File: config.mk
export PLATFORM = sky130hd
export DESIGN_NAME = periodic_message_scheduler_top_flat
export DESIGN_NICKNAME = d
export VERILOG_FILES = /design/src/sv/pms_pkg.sv /design/src/sv/pms_req_if.sv /design/src/sv/pms_rsp_if.sv /design/src/sv/pms_cfg_if.sv /design/src/sv/pms_ram.sv /design/src/sv/pms_queue.sv /design/src/sv/pms_front.sv /design/src/sv/pms_back.sv /design/src/sv/periodic_message_scheduler_top.sv /design/src/flat_wrapper.sv
export SDC_FILE = /design/constraint.sdc
export NUM_CORES = 2
export LEC_CHECK = 0
export ABC_AREA = 1
export BUFFER_PORTS_ARGS = -buffer_cell sky130_fd_sc_hd__buf_2
export CORE_ASPECT_RATIO = 1.25
export CORE_MARGIN = 2
export CORE_UTILIZATION = 40
export CTS_CLUSTER_SIZE = 28
export DETAILED_ROUTE_END_ITERATION = 7
export HOLD_SLACK_MARGIN = 0.1
export RECOVER_POWER = 50
export SLEW_MARGIN = 25
export SYNTH_ARGS = -nofsm -noshare
export SYNTH_HDL_FRONTEND = slang
export SYNTH_SLANG_ARGS = --single-unit
export TNS_END_PERCENT = 20
File: constraint.sdc
create_clock -name clk -period 25.6 [get_ports clk]
set_clock_uncertainty 0.2 [all_clocks]
set_input_delay 1.28 -clock clk [delete_from_list [all_inputs] [get_ports clk]]
set_output_delay 1.28 -clock clk [all_outputs]
set_load 0.005 [all_outputs]
File: src/sv/pms_pkg.sv
package pms_pkg;

	localparam int CMD_W       = 3;
	localparam int CH_W        = 8;
	localparam int SIDX_W      = 4;
	localparam int PER_W       = 16;
	localparam int ID_W        = 29;
	localparam int LEN_W       = 7;
	localparam int KIND_W      = 2;
	localparam int STAT_W      = 2;
	localparam int SCH_W       = 2;
	localparam int CNT_W       = 32;
	localparam int CFG_W       = 16;
	localparam int CFG_IDX_W   = 1;
	localparam int MAX_CH      = 4;
	localparam int QUEUE_DEPTH = 2;

	localparam logic [CNT_W-1:0] ENABLE_LEAD     = 32'd7;
	localparam logic [CNT_W-1:0] DISABLE_LEAD    = 32'd3;
	localparam logic [CFG_W-1:0] TICK_PERIOD_RST = 16'd10;
	localparam logic [CFG_W-1:0] START_DELAY_RST = 16'd10;

	typedef enum logic [CMD_W-1:0] {
		CMD_TICK        = 3'd0,
		CMD_ENABLE      = 3'd1,
		CMD_DISABLE     = 3'd2,
		CMD_ENABLE_ALL  = 3'd3,
		CMD_DISABLE_ALL = 3'd4,
		CMD_LOAD        = 3'd5
	} pms_cmd_t;

	typedef enum logic [KIND_W-1:0] {
		KIND_STATUS    = 2'd0,
		KIND_SEND      = 2'd1,
		KIND_TICK_DONE = 2'd2
	} pms_kind_t;

	typedef enum logic [STAT_W-1:0] {
		STAT_OK          = 2'd0,
		STAT_BAD_CHANNEL = 2'd1,
		STAT_NO_SLOT     = 2'd2
	} pms_status_t;

	typedef enum logic [CFG_IDX_W-1:0] {
		REG_TICK_PERIOD = 1'b0,
		REG_START_DELAY = 1'b1
	} pms_reg_t;

	typedef enum logic [2:0] {
		OP_TICK,
		OP_CHAN,
		OP_ALL,
		OP_LOAD,
		OP_REPLY
	} pms_opc_t;

	typedef enum logic [1:0] {
		S_IDLE,
		S_START,
		S_SCAN,
		S_DONE
	} pms_state_t;

	typedef struct packed {
		pms_opc_t           opc;
		logic               awake;
		logic               enable;
		pms_status_t        status;
		logic [SCH_W-1:0]   ch;
		logic [SIDX_W-1:0]  slot;
		logic [PER_W-1:0]   period;
		logic [ID_W-1:0]    id;
		logic [LEN_W-1:0]   len;
	} pms_op_t;

	typedef struct packed {
		logic [PER_W-1:0] period;
		logic [CNT_W-1:0] count;
		logic [ID_W-1:0]  id;
		logic [LEN_W-1:0] len;
		logic [SCH_W-1:0] ch;
	} pms_slot_t;

	typedef struct packed {
		pms_kind_t         kind;
		pms_status_t       status;
		logic [SIDX_W-1:0] fired_slot;
		logic [ID_W-1:0]   send_id;
		logic [LEN_W-1:0]  send_length;
		logic [SCH_W-1:0]  send_channel;
		logic              last;
	} pms_rsp_t;

endpackage

File: src/sv/pms_req_if.sv
interface pms_req_if;
	import pms_pkg::*;

	logic              valid;
	logic              ready;
	logic [CMD_W-1:0]  cmd;
	logic              awake;
	logic [CH_W-1:0]   channel;
	logic [SIDX_W-1:0] slot_index;
	logic [PER_W-1:0]  period_ms;
	logic [ID_W-1:0]   message_id;
	logic [LEN_W-1:0]  byte_count;

	modport source (
		output valid, cmd, awake, channel, slot_index, period_ms, message_id, byte_count,
		input  ready
	);

	modport sink (
		input  valid, cmd, awake, channel, slot_index, period_ms, message_id, byte_count,
		output ready
	);

endinterface

File: src/sv/pms_rsp_if.sv
interface pms_rsp_if;
	import pms_pkg::*;

	logic              valid;
	logic              ready;
	logic [KIND_W-1:0] kind;
	logic [STAT_W-1:0] status;
	logic [SIDX_W-1:0] fired_slot;
	logic [ID_W-1:0]   send_id;
	logic [LEN_W-1:0]  send_length;
	logic [SCH_W-1:0]  send_channel;
	logic              last;

	modport source (
		output valid, kind, status, fired_slot, send_id, send_length, send_channel, last,
		input  ready
	);

	modport sink (
		input  valid, kind, status, fired_slot, send_id, send_length, send_channel, last,
		output ready
	);

endinterface

File: src/sv/pms_cfg_if.sv
interface pms_cfg_if;
	import pms_pkg::*;

	logic                 valid;
	logic                 ready;
	logic [CFG_IDX_W-1:0] addr;
	logic [CFG_W-1:0]     data;

	modport source (
		output valid, addr, data,
		input  ready
	);

	modport sink (
		input  valid, addr, data,
		output ready
	);

endinterface

File: src/sv/pms_ram.sv
module pms_ram #(
	parameter int WIDTH = 8,
	parameter int DEPTH = 16
) (
	input  logic                                   clk,
	input  logic                                   we,
	input  logic [((DEPTH > 1) ? $clog2(DEPTH) : 1)-1:0] waddr,
	input  logic [WIDTH-1:0]                       wdata,
	input  logic                                   re,
	input  logic [((DEPTH > 1) ? $clog2(DEPTH) : 1)-1:0] raddr,
	output logic [WIDTH-1:0]                       rdata
);

	logic [WIDTH-1:0] mem [DEPTH];

	always_ff @(posedge clk) begin
		if (we) begin
			mem[waddr] <= wdata;
		end
		if (re) begin
			rdata <= mem[raddr];
		end
	end

endmodule

File: src/sv/pms_queue.sv
module pms_queue (
	input  logic             clk,
	input  logic             arst_n,
	input  logic             push,
	input  pms_pkg::pms_op_t push_data,
	output logic             full,
	input  logic             pop,
	output logic             empty,
	output pms_pkg::pms_op_t head
);
	import pms_pkg::*;

	localparam int PTR_W = (QUEUE_DEPTH > 1) ? $clog2(QUEUE_DEPTH) : 1;

	pms_op_t          mem_q [QUEUE_DEPTH];
	logic [PTR_W-1:0] wr_ptr_q;
	logic [PTR_W-1:0] rd_ptr_q;
	logic [PTR_W:0]   cnt_q;

	assign full  = (cnt_q == (PTR_W + 1)'(QUEUE_DEPTH));
	assign empty = (cnt_q == '0);
	assign head  = mem_q[rd_ptr_q];

	always_ff @(posedge clk) begin
		if (push) begin
			mem_q[wr_ptr_q] <= push_data;
		end
	end

	always_ff @(posedge clk or negedge arst_n) begin
		if (!arst_n) begin
			wr_ptr_q <= '0;
			rd_ptr_q <= '0;
			cnt_q    <= '0;
		end else begin
			if (push) begin
				wr_ptr_q <= wr_ptr_q + 1'b1;
			end
			if (pop) begin
				rd_ptr_q <= rd_ptr_q + 1'b1;
			end
			unique case ({push, pop})
				2'b10:   cnt_q <= cnt_q + 1'b1;
				2'b01:   cnt_q <= cnt_q - 1'b1;
				default: cnt_q <= cnt_q;
			endcase
		end
	end

endmodule

File: src/sv/pms_front.sv
module pms_front #(
	parameter int NUM_SLOTS    = 16,
	parameter int NUM_CHANNELS = 3
) (
	pms_req_if.sink          req,
	input  logic             q_full,
	output logic             push,
	output pms_pkg::pms_op_t op
);
	import pms_pkg::*;

	logic ch_bad;
	logic slot_bad;

	assign req.ready = !q_full;
	assign push      = req.valid && !q_full;

	assign ch_bad   = 32'(req.channel) >= 32'(NUM_CHANNELS);
	assign slot_bad = 32'(req.slot_index) >= 32'(NUM_SLOTS);

	always_comb begin
		op        = '0;
		op.opc    = OP_REPLY;
		op.awake  = req.awake;
		op.status = STAT_OK;
		op.ch     = req.channel[SCH_W-1:0];
		op.slot   = req.slot_index;
		op.period = req.period_ms;
		op.id     = req.message_id;
		op.len    = req.byte_count;
		unique case (pms_cmd_t'(req.cmd))
			CMD_TICK: begin
				op.opc = OP_TICK;
			end
			CMD_ENABLE, CMD_DISABLE: begin
				op.enable = (pms_cmd_t'(req.cmd) == CMD_ENABLE);
				if (ch_bad) begin
					op.status = STAT_BAD_CHANNEL;
				end else begin
					op.opc = OP_CHAN;
				end
			end
			CMD_ENABLE_ALL, CMD_DISABLE_ALL: begin
				op.opc    = OP_ALL;
				op.enable = (pms_cmd_t'(req.cmd) == CMD_ENABLE_ALL);
			end
			CMD_LOAD: begin
				if (ch_bad) begin
					op.status = STAT_BAD_CHANNEL;
				end else if (!slot_bad) begin
					op.opc = OP_LOAD;
				end
			end
			default: begin
				op.opc = OP_REPLY;
			end
		endcase
	end

endmodule

File: src/sv/pms_back.sv
module pms_back #(
	parameter int NUM_SLOTS    = 16,
	parameter int NUM_CHANNELS = 3
) (
	input  logic             clk,
	input  logic             arst_n,
	input  logic             q_empty,
	input  pms_pkg::pms_op_t q_head,
	output logic             pop,
	pms_cfg_if.sink          cfg,
	pms_rsp_if.source        rsp
);
	import pms_pkg::*;

	localparam int SLOT_W = (NUM_SLOTS > 1) ? $clog2(NUM_SLOTS) : 1;
	localparam logic [SLOT_W-1:0] LAST_SLOT = SLOT_W'(NUM_SLOTS - 1);
	localparam logic [MAX_CH-1:0] ALL_CH    = MAX_CH'((1 << NUM_CHANNELS) - 1);

	pms_state_t  state_q, state_d;
	pms_op_t     op_q;
	pms_status_t status_q;
	logic [CFG_W-1:0] tick_period_q;
	logic [CFG_W-1:0] start_delay_q;
	logic [MAX_CH-1:0] en_q;
	logic was_asleep_q;
	logic [MAX_CH-1:0][NUM_SLOTS-1:0] chmask_q;
	logic issue_more_q;
	logic [SLOT_W-1:0] issue_idx_q;
	logic rd_vld_s1;
	logic [SLOT_W-1:0] rd_idx_s1;
	logic out_valid_q;
	pms_rsp_t out_q;

	logic ram_we;
	logic ram_re;
	logic [SLOT_W-1:0] ram_waddr;
	pms_slot_t ram_wdata;
	logic [$bits(pms_slot_t)-1:0] ram_rdata;
	pms_slot_t slot;

	logic out_free;
	logic slot_used;
	logic found;
	logic needs_scan;
	logic scan_done;
	logic advance;
	logic send_req;
	logic fire;
	logic wr_cond;
	logic emit;
	pms_rsp_t emit_data;
	logic [CNT_W-1:0] per32;
	logic [CNT_W-1:0] lead;
	logic [CNT_W-1:0] base;
	logic [CNT_W-1:0] sum;
	logic [CNT_W-1:0] new_count;
	logic [SLOT_W+SIDX_W-1:0] load_ext;
	logic [SLOT_W-1:0] load_idx;
	logic [SLOT_W+SIDX_W-1:0] fired_ext;
	pms_slot_t load_entry;

	pms_ram #(
		.WIDTH ($bits(pms_slot_t)),
		.DEPTH (NUM_SLOTS)
	) u_slot_ram (
		.clk   (clk),
		.we    (ram_we),
		.waddr (ram_waddr),
		.wdata (ram_wdata),
		.re    (ram_re),
		.raddr (issue_idx_q),
		.rdata (ram_rdata)
	);

	assign cfg.ready = 1'b1;
	assign slot      = pms_slot_t'(ram_rdata);
	assign out_free  = !out_valid_q || rsp.ready;
	assign found     = |chmask_q[op_q.ch];
	assign load_ext  = {{SLOT_W{1'b0}}, op_q.slot};
	assign load_idx  = load_ext[SLOT_W-1:0];
	assign fired_ext = {{SIDX_W{1'b0}}, rd_idx_s1};
	assign scan_done = (state_q == S_SCAN) && !issue_more_q && !rd_vld_s1;

	always_comb begin
		slot_used = 1'b0;
		for (int c = 0; c < MAX_CH; c++) begin
			slot_used = slot_used | chmask_q[c][rd_idx_s1];
		end
	end

	always_comb begin
		needs_scan = 1'b0;
		unique case (op_q.opc)
			OP_TICK:  needs_scan = op_q.awake;
			OP_CHAN:  needs_scan = found;
			OP_ALL:   needs_scan = 1'b1;
			default:  needs_scan = 1'b0;
		endcase
	end

	always_comb begin
		state_d = state_q;
		unique case (state_q)
			S_IDLE: begin
				if (!q_empty) begin
					state_d = S_START;
				end
			end
			S_START: begin
				state_d = needs_scan ? S_SCAN : S_DONE;
			end
			S_SCAN: begin
				if (scan_done) begin
					state_d = S_DONE;
				end
			end
			S_DONE: begin
				if (out_free) begin
					state_d = S_IDLE;
				end
			end
			default: state_d = S_IDLE;
		endcase
	end

	always_comb begin
		per32 = {{(CNT_W - PER_W){1'b0}}, slot.period};
		lead  = op_q.enable ? ENABLE_LEAD : DISABLE_LEAD;
		base  = was_asleep_q ? per32 - {{(CNT_W - CFG_W){1'b0}}, start_delay_q} : slot.count;
		sum   = base + {{(CNT_W - CFG_W){1'b0}}, tick_period_q};
		fire  = en_q[slot.ch] && (sum >= per32);

		wr_cond   = 1'b0;
		new_count = per32 - lead;
		unique case (op_q.opc)
			OP_TICK: begin
				wr_cond   = slot_used;
				new_count = en_q[slot.ch] ? (fire ? '0 : sum) : base;
			end
			OP_CHAN: wr_cond = slot_used && (slot.ch == op_q.ch);
			OP_ALL:  wr_cond = slot_used;
			default: wr_cond = 1'b0;
		endcase

		send_req = (state_q == S_SCAN) && rd_vld_s1 && slot_used &&
			(op_q.opc == OP_TICK) && fire;
		advance  = (state_q == S_SCAN) && !(send_req && !out_free);
		ram_re   = advance && issue_more_q;

		load_entry.period = op_q.period;
		load_entry.count  = (op_q.period != '0) ?
			{{(CNT_W - PER_W){1'b0}}, op_q.period} -
			{{(CNT_W - CFG_W){1'b0}}, start_delay_q} : '0;
		load_entry.id     = op_q.id;
		load_entry.len    = op_q.len;
		load_entry.ch     = op_q.ch;

		ram_we    = 1'b0;
		ram_waddr = rd_idx_s1;
		ram_wdata = slot;
		ram_wdata.count = new_count;
		if (state_q == S_START && op_q.opc == OP_LOAD) begin
			ram_we    = 1'b1;
			ram_waddr = load_idx;
			ram_wdata = load_entry;
		end else if (advance && rd_vld_s1 && wr_cond) begin
			ram_we = 1'b1;
		end

		pop       = (state_q == S_IDLE) && !q_empty;
		emit      = 1'b0;
		emit_data = '0;
		if (send_req) begin
			emit                   = out_free;
			emit_data.kind         = KIND_SEND;
			emit_data.status       = STAT_OK;
			emit_data.fired_slot   = fired_ext[SIDX_W-1:0];
			emit_data.send_id      = slot.id;
			emit_data.send_length  = slot.len;
			emit_data.send_channel = slot.ch;
		end else if (state_q == S_DONE) begin
			emit             = out_free;
			emit_data.kind   = (op_q.opc == OP_TICK) ? KIND_TICK_DONE : KIND_STATUS;
			emit_data.status = status_q;
			emit_data.last   = 1'b1;
		end
	end

	always_ff @(posedge clk) begin
		if (pop) begin
			op_q <= q_head;
		end
		if (state_q == S_START) begin
			status_q <= (op_q.opc == OP_CHAN && !found) ? STAT_NO_SLOT : op_q.status;
		end
		if (advance) begin
			rd_idx_s1 <= issue_idx_q;
		end
		if (emit) begin
			out_q <= emit_data;
		end
	end

	always_ff @(posedge clk or negedge arst_n) begin
		if (!arst_n) begin
			state_q       <= S_IDLE;
			tick_period_q <= TICK_PERIOD_RST;
			start_delay_q <= START_DELAY_RST;
			en_q          <= '0;
			was_asleep_q  <= 1'b0;
			chmask_q      <= '0;
			issue_more_q  <= 1'b0;
			issue_idx_q   <= '0;
			rd_vld_s1     <= 1'b0;
			out_valid_q   <= 1'b0;
		end else begin
			state_q <= state_d;

			if (cfg.valid) begin
				unique case (pms_reg_t'(cfg.addr))
					REG_TICK_PERIOD: tick_period_q <= cfg.data;
					REG_START_DELAY: start_delay_q <= cfg.data;
					default:         tick_period_q <= tick_period_q;
				endcase
			end

			if (state_q == S_START) begin
				if (needs_scan) begin
					issue_more_q <= 1'b1;
					issue_idx_q  <= '0;
				end
				if (op_q.opc == OP_LOAD) begin
					for (int c = 0; c < MAX_CH; c++) begin
						chmask_q[c][load_idx] <= (SCH_W'(c) == op_q.ch) && (op_q.period != '0);
					end
				end
			end

			if (advance) begin
				rd_vld_s1 <= issue_more_q;
			end
			if (ram_re) begin
				issue_idx_q <= issue_idx_q + 1'b1;
				if (issue_idx_q == LAST_SLOT) begin
					issue_more_q <= 1'b0;
				end
			end

			if (state_q == S_DONE && out_free) begin
				unique case (op_q.opc)
					OP_TICK: was_asleep_q <= !op_q.awake;
					OP_CHAN: begin
						if (status_q == STAT_OK) begin
							en_q[op_q.ch] <= op_q.enable;
						end
					end
					OP_ALL:  en_q <= op_q.enable ? ALL_CH : '0;
					default: en_q <= en_q;
				endcase
			end

			if (emit) begin
				out_valid_q <= 1'b1;
			end else if (rsp.ready) begin
				out_valid_q <= 1'b0;
			end
		end
	end

	assign rsp.valid        = out_valid_q;
	assign rsp.kind         = out_q.kind;
	assign rsp.status       = out_q.status;
	assign rsp.fired_slot   = out_q.fired_slot;
	assign rsp.send_id      = out_q.send_id;
	assign rsp.send_length  = out_q.send_length;
	assign rsp.send_channel = out_q.send_channel;
	assign rsp.last         = out_q.last;

endmodule

File: src/sv/periodic_message_scheduler_top.sv
// Channel  Direction  Contents
// req      in         cmd, awake, channel, slot_index, period_ms, message_id, byte_count
// rsp      out        kind, status, fired_slot, send_id, send_length, send_channel, last
// cfg      in         register write: addr (0 tick_period, 1 start_delay), data
//
// An awake tick, an enable_all or disable_all, and an enable or disable of a channel that
// owns slots scan the slot table, stalling while rsp stalls; the scan reads the slot RAM
// once per slot over one read port. Other commands skip the scan.
// Reset is asynchronous; the slot table comes up unused at once through per-slot flops.
// A two-entry command queue lets req keep accepting until it is full while rsp is stalled.
module periodic_message_scheduler_top #(
	parameter int NUM_SLOTS    = 16,
	parameter int NUM_CHANNELS = 3
) (
	input logic       clk,
	input logic       arst_n,
	pms_req_if.sink   req,
	pms_rsp_if.source rsp,
	pms_cfg_if.sink   cfg
);
	import pms_pkg::*;

	logic    push;
	logic    q_full;
	logic    q_empty;
	logic    pop;
	pms_op_t push_op;
	pms_op_t q_head;

	pms_front #(
		.NUM_SLOTS    (NUM_SLOTS),
		.NUM_CHANNELS (NUM_CHANNELS)
	) u_front (
		.req    (req),
		.q_full (q_full),
		.push   (push),
		.op     (push_op)
	);

	pms_queue u_queue (
		.clk       (clk),
		.arst_n    (arst_n),
		.push      (push),
		.push_data (push_op),
		.full      (q_full),
		.pop       (pop),
		.empty     (q_empty),
		.head      (q_head)
	);

	pms_back #(
		.NUM_SLOTS    (NUM_SLOTS),
		.NUM_CHANNELS (NUM_CHANNELS)
	) u_back (
		.clk     (clk),
		.arst_n  (arst_n),
		.q_empty (q_empty),
		.q_head  (q_head),
		.pop     (pop),
		.cfg     (cfg),
		.rsp     (rsp)
	);

endmodule
File: src/flat_wrapper.sv
// flat-port wrapper written by rule: the top's interface ports become plain ports
module periodic_message_scheduler_top_flat import pms_pkg::*;
#(
	parameter int NUM_SLOTS    = 16,
	parameter int NUM_CHANNELS = 3
)
  (clk, arst_n, req_valid, req_cmd, req_awake, req_channel, req_slot_index, req_period_ms, req_message_id, req_byte_count, req_ready, rsp_valid, rsp_kind, rsp_status, rsp_fired_slot, rsp_send_id, rsp_send_length, rsp_send_channel, rsp_last, rsp_ready, cfg_valid, cfg_addr, cfg_data, cfg_ready);
  pms_req_if req_i ();
  pms_rsp_if rsp_i ();
  pms_cfg_if cfg_i ();
  input logic clk;
  input logic arst_n;
  input wire logic [$bits(req_i.valid)-1:0] req_valid;
  input wire logic [$bits(req_i.cmd)-1:0] req_cmd;
  input wire logic [$bits(req_i.awake)-1:0] req_awake;
  input wire logic [$bits(req_i.channel)-1:0] req_channel;
  input wire logic [$bits(req_i.slot_index)-1:0] req_slot_index;
  input wire logic [$bits(req_i.period_ms)-1:0] req_period_ms;
  input wire logic [$bits(req_i.message_id)-1:0] req_message_id;
  input wire logic [$bits(req_i.byte_count)-1:0] req_byte_count;
  output wire logic [$bits(req_i.ready)-1:0] req_ready;
  output wire logic [$bits(rsp_i.valid)-1:0] rsp_valid;
  output wire logic [$bits(rsp_i.kind)-1:0] rsp_kind;
  output wire logic [$bits(rsp_i.status)-1:0] rsp_status;
  output wire logic [$bits(rsp_i.fired_slot)-1:0] rsp_fired_slot;
  output wire logic [$bits(rsp_i.send_id)-1:0] rsp_send_id;
  output wire logic [$bits(rsp_i.send_length)-1:0] rsp_send_length;
  output wire logic [$bits(rsp_i.send_channel)-1:0] rsp_send_channel;
  output wire logic [$bits(rsp_i.last)-1:0] rsp_last;
  input wire logic [$bits(rsp_i.ready)-1:0] rsp_ready;
  input wire logic [$bits(cfg_i.valid)-1:0] cfg_valid;
  input wire logic [$bits(cfg_i.addr)-1:0] cfg_addr;
  input wire logic [$bits(cfg_i.data)-1:0] cfg_data;
  output wire logic [$bits(cfg_i.ready)-1:0] cfg_ready;
  assign req_i.valid = req_valid;
  assign req_i.cmd = req_cmd;
  assign req_i.awake = req_awake;
  assign req_i.channel = req_channel;
  assign req_i.slot_index = req_slot_index;
  assign req_i.period_ms = req_period_ms;
  assign req_i.message_id = req_message_id;
  assign req_i.byte_count = req_byte_count;
  assign req_ready = req_i.ready;
  assign rsp_valid = rsp_i.valid;
  assign rsp_kind = rsp_i.kind;
  assign rsp_status = rsp_i.status;
  assign rsp_fired_slot = rsp_i.fired_slot;
  assign rsp_send_id = rsp_i.send_id;
  assign rsp_send_length = rsp_i.send_length;
  assign rsp_send_channel = rsp_i.send_channel;
  assign rsp_last = rsp_i.last;
  assign rsp_i.ready = rsp_ready;
  assign cfg_i.valid = cfg_valid;
  assign cfg_i.addr = cfg_addr;
  assign cfg_i.data = cfg_data;
  assign cfg_ready = cfg_i.ready;
  periodic_message_scheduler_top #(.NUM_SLOTS(NUM_SLOTS), .NUM_CHANNELS(NUM_CHANNELS)) u_core (.clk(clk), .arst_n(arst_n), .req(req_i), .rsp(rsp_i), .cfg(cfg_i));
endmodule
==> reports/qor.csv <==
stage,metric,value,unit
floorplanning,die_h,485.0,µm
global_route,antenna_found_initial,7,
global_route,grt_max_degree,175,
worst_setup_path,cp.arrival,16.36,ns
clock_network,cts-resized-gates,0,
synthesis,synth-edff-count,1707,
clock_network,postCtsSetupBuffers,0,
synthesis,syn_inst,5982,
finish,drive_above_1_share,7.438,%
pwr,ir_drop,0.1110,mV
run,cap_violations,31,
pwr,pwr-share-seq,40.9,%
worst_hold_path,hp-class,reg2reg,
worst_setup_path,crit_start,u_core.u_back.issue_idx_q[0],
routing,drt_pass1_iterations,7,
worst_setup_path,crit_path_max_fanout,156,
place,place_ws,17.23,ns
global_route,grt_pass1_vias,46500,
routing,wl,209600,µm
pwr,p_clk_share,24.9,%
floorplanning,floorplan.initialDensity,40.27,%
sta,maxSlewHeadroom,-232.9,%
worst_setup_path,crit_path_max_incr_delay,4.10,ns
pwr,power_density,124.1,nW/µm²
sta,tightest_slew,4.966,ns
clock_network,numCtsBuffers,178,
worst_setup_path,r2r_start,u_core.u_back.issue_idx_q[0],
sta,whs,0.2898,ns
pwr,internal_power,6.324,mW
sta,finalWorstSetupSlack,9.689,ns
place,post_dp_cell_area,77700,µm²
sta,setup_tns,0,ns
run_status,violations,"max-capacitance violations, max-slew violations",
clock_network,cts_tree,done,
floorplanning,die_w,388.8,µm
floorplanning,io_pins,140,
sta,finalCriticalPeriod,15.91,ns
synthesis,syn-cell-area,74050,µm²
pwr,switching_share,38.61,%
routing,vias,48100,
finish,final_common_cell,edfxtp_1,
place,numPortBuffers,138,
pwr,p_comb_share,34.2,%
floorplanning,dieArea,188600,µm²
worst_setup_path,crit_required,26.05,ns
worst_setup_path,start_kind,register,
finish,utilization,45.16,%
worst_setup_path,end_kind,register,
worst_setup_path,crit_slowest_cell,clkinvlp_2,
worst_setup_path,crit_top_cell,clkbuf_1,
synthesis,synth_cell_type_count,58,
clock_network,cts.sinks,1821,
sta,max_freq,0.06285,GHz
clock_network,htreeDepth,4,
routing,drtIter0Drc,4697,
run_status,status,finished with violations,
synthesis,ys_warn_count,0,
floorplanning,coreArea,183900,µm²
routing,wl_per_cell,24.25,µm
routing,viasPerCell,5.565,
sta,slew_viol_final,1584,
pwr,p_leak,29.15,nW
finish,fillers,16530,
worst_setup_path,crit_chain,clkinvlp_2 > clkbuf_1 > clkbuf_1 > clkbuf_1 > nand2_1 > a221oi_1 > o21ai_0 > nand2_1,
sta,fin_crit_sh,62.15,%
global_route,grtUsageTotal,21.89,%
routing,ant_nets,0,
synthesis,yosys_register_bits,1821,
synthesis,yosysSeqAreaShare,73.08,%
worst_hold_path,hp-start,u_core.u_back.start_delay_q[9],
finish,area_delta_synth_final,12.15,%
place,hpwlAfterDp,122600,µm
synthesis,async_flop_share,6.260,%
floorplanning,rows,176,
sta,grt_setup_unrepaired,false,
pwr,switching_power,3.977,mW
synthesis,synth_ff_type,edfxtp_1,
clock_network,clockBufferDepth,3,
finish,nets,6259,
sta,setup_viol,0,
routing,drc,0,
sta,hold_viol_final,0,
clock_network,clk_pin_slew,0.07,ns
finish,stdcell_area,83040,µm²
place,place_congestion,0.8910,
synthesis,synth.avg_cell_area,12.38,µm²
synthesis,synth_nets,6148,
global_route,overflow,0,
clock_network,clockRootBuffer,clkbuf_16,
worst_setup_path,worstSetupPathType,reg2reg,
global_route,grt_pass1_wl,309100,µm
clock_network,cts.hold.buffers_added,0,
clock_network,insertion_delay,0.85,ns
finish,final_cell_mix,"1707 x edfxtp_1, 1284 x nand2_1, 655 x o21ai_0",
-- metal layers --
layer / share of wire, % / GRT usage [%] / vias to the layer above
li1: - / - / 21940
met1: 40 / 28.29 / 24090
met2: 50 / 37.66 / 1704
met3: 6.1 / 2.967 / 362
met4: 3.8 / 7.901 / 2
met5: 0.0062 / 0 / -
-- worst max-delay path, delay by kind of cell, from the launching register on --
| kind | cells | cell delay [ns] |
|---|---|---|
| buffers and inverters | 4 | 12.39 |
| DFF | 1 | 1.40 |
| AOI/OAI and AO/OA | 2 | 1.13 |
| and+or+nand+nor | 2 | 0.35 |
-- flip-flops by register name, summed over array words and instances (netlist names), 2 cells and up --
name and count:
u_core.u_back.rsp.status 2, u_core.u_queue.mem_q 128, u_core.u_back.rsp.send_id 29, u_core.u_back.load_entry 54, u_core.u_back.op_q 6, u_core.u_back.chmask_q 64
u_core.u_back.en_q 4, u_core.u_back.load_idx 4, u_core.u_back.rsp.fired_slot 4, u_core.u_back.u_slot_ram.mem 1376, u_core.u_back.rsp.send_length 7, u_core.u_back.tick_period_q 16
u_core.u_back.rd_idx_s1 4, u_core.u_back.state_q 2, u_core.u_back.start_delay_q 16, u_core.u_back.status_q 2, u_core.u_back.rsp.kind 2, u_core.u_back.rsp.send_channel 2
u_core.u_queue.cnt_q 2, u_core.u_back.u_slot_ram.rdata 86, u_core.u_back.issue_idx_q 4
-- cells in the mapped netlist (4+ instances only) --
cell	instances	area share, %
nor4_1	21	0.18
o221ai_1	72	0.85
o21ai_0	658	4.4
edfxtp_1	1707	69
o211ai_1	5	0.051
a221oi_1	100	1.2
buf_1	16	0.081
dfstp_2	4	0.14
nand3b_1	7	0.071
nand2_2	9	0.076
inv_1	230	1.2
dfrtp_1	110	3.7
o21ai_2	4	0.047
o311ai_0	9	0.11
a31oi_1	5	0.042
nand4_1	88	0.74
o31ai_1	12	0.12
nor2_1	515	2.6
or2_2	4	0.034
xnor2_1	14	0.17
a21oi_2	12	0.14
a21boi_0	5	0.051
o22ai_1	105	0.89
inv_2	5	0.025
o21bai_1	5	0.051
nand3_2	4	0.054
nor3_1	17	0.11
xor2_1	26	0.31
a21oi_1	276	1.9
nand3_1	218	1.5
a21o_1	6	0.061
buf_4	4	0.041
clkbuf_1	305	1.5
ha_1	73	1.2
nand2_1	1285	6.5
buf_2	6	0.041
-- path summary, 6_finish.rpt --
kind / endpoint / slack (ns) / depth (start not counted)
setup reg to reg: u_core.u_back.u_slot_ram.rdata[84] / 9.69 / 8
min in group asynchronous: u_core.u_back.chmask_q[58] / 1.45 / 1
hold reg to reg: u_core.u_back.start_delay_q[9] / 0.29 / 2
hold / removal: u_core.u_back.start_delay_q[9] / 0.29 / 2
setup / recovery: u_core.u_back.u_slot_ram.rdata[84] / 9.69 / 8
max in group asynchronous: u_core.u_back.issue_idx_q[3] / 19.10 / 2
-- power groups by stage --
stage	registers (mW)	clock network, mW	logic (mW)
CTS	4.19	2.61	3.52
global placement	4.25	0	3.49
detailed placement	4.25	0	3.51
finish	4.21	2.57	3.52
floorplan	4.16	0	2.11
global route	4.24	2.72	3.86
-- stage by stage --
| stage | power [mW] | cells |
|---|---|---|
| after floorplan | 6.268 | 5982 |
| after global placement | 7.737 | 8316 |
| after detailed placement | 7.764 | 8316 |
| after CTS | 10.33 | 8641 |
| after global routing | 10.82 | 8641 |
| final | 10.30 | 8643 |
-- final cells by class --
| cell class | count | area [µm²] | area share [%] |
|---|---|---|---|
| Antenna cell | 2 | 5.005 | 0.006027 |
| Multi-Input combinational cell | 3590 | 17940 | 21.61 |
| Sequential cell | 1821 | 54120 | 65.17 |
| Timing Repair Buffer | 265 | 1361 | 1.639 |
| Inverter | 237 | 907.1 | 1.092 |
| Clock buffer | 217 | 4642 | 5.590 |
| Clock inverter | 108 | 1055 | 1.270 |
| Tap cell | 2403 | 3007 | 3.621 |
-- cells by family (layout without fill, tap and decap cells) --
group	after synthesis	after routing	synth area share [%]
simple gates	2179	2179	12.01
buf+inv	571	827	2.955
mux	1	1	0.01521
compound gates	1293	1293	10.15
xor+xnor	40	40	0.4731
fa+ha+maj	76	76	1.315
flops	1821	1821	73.08
other cells	1	3	0.005064
No activity file was read; power rests on OpenSTA's default activity.
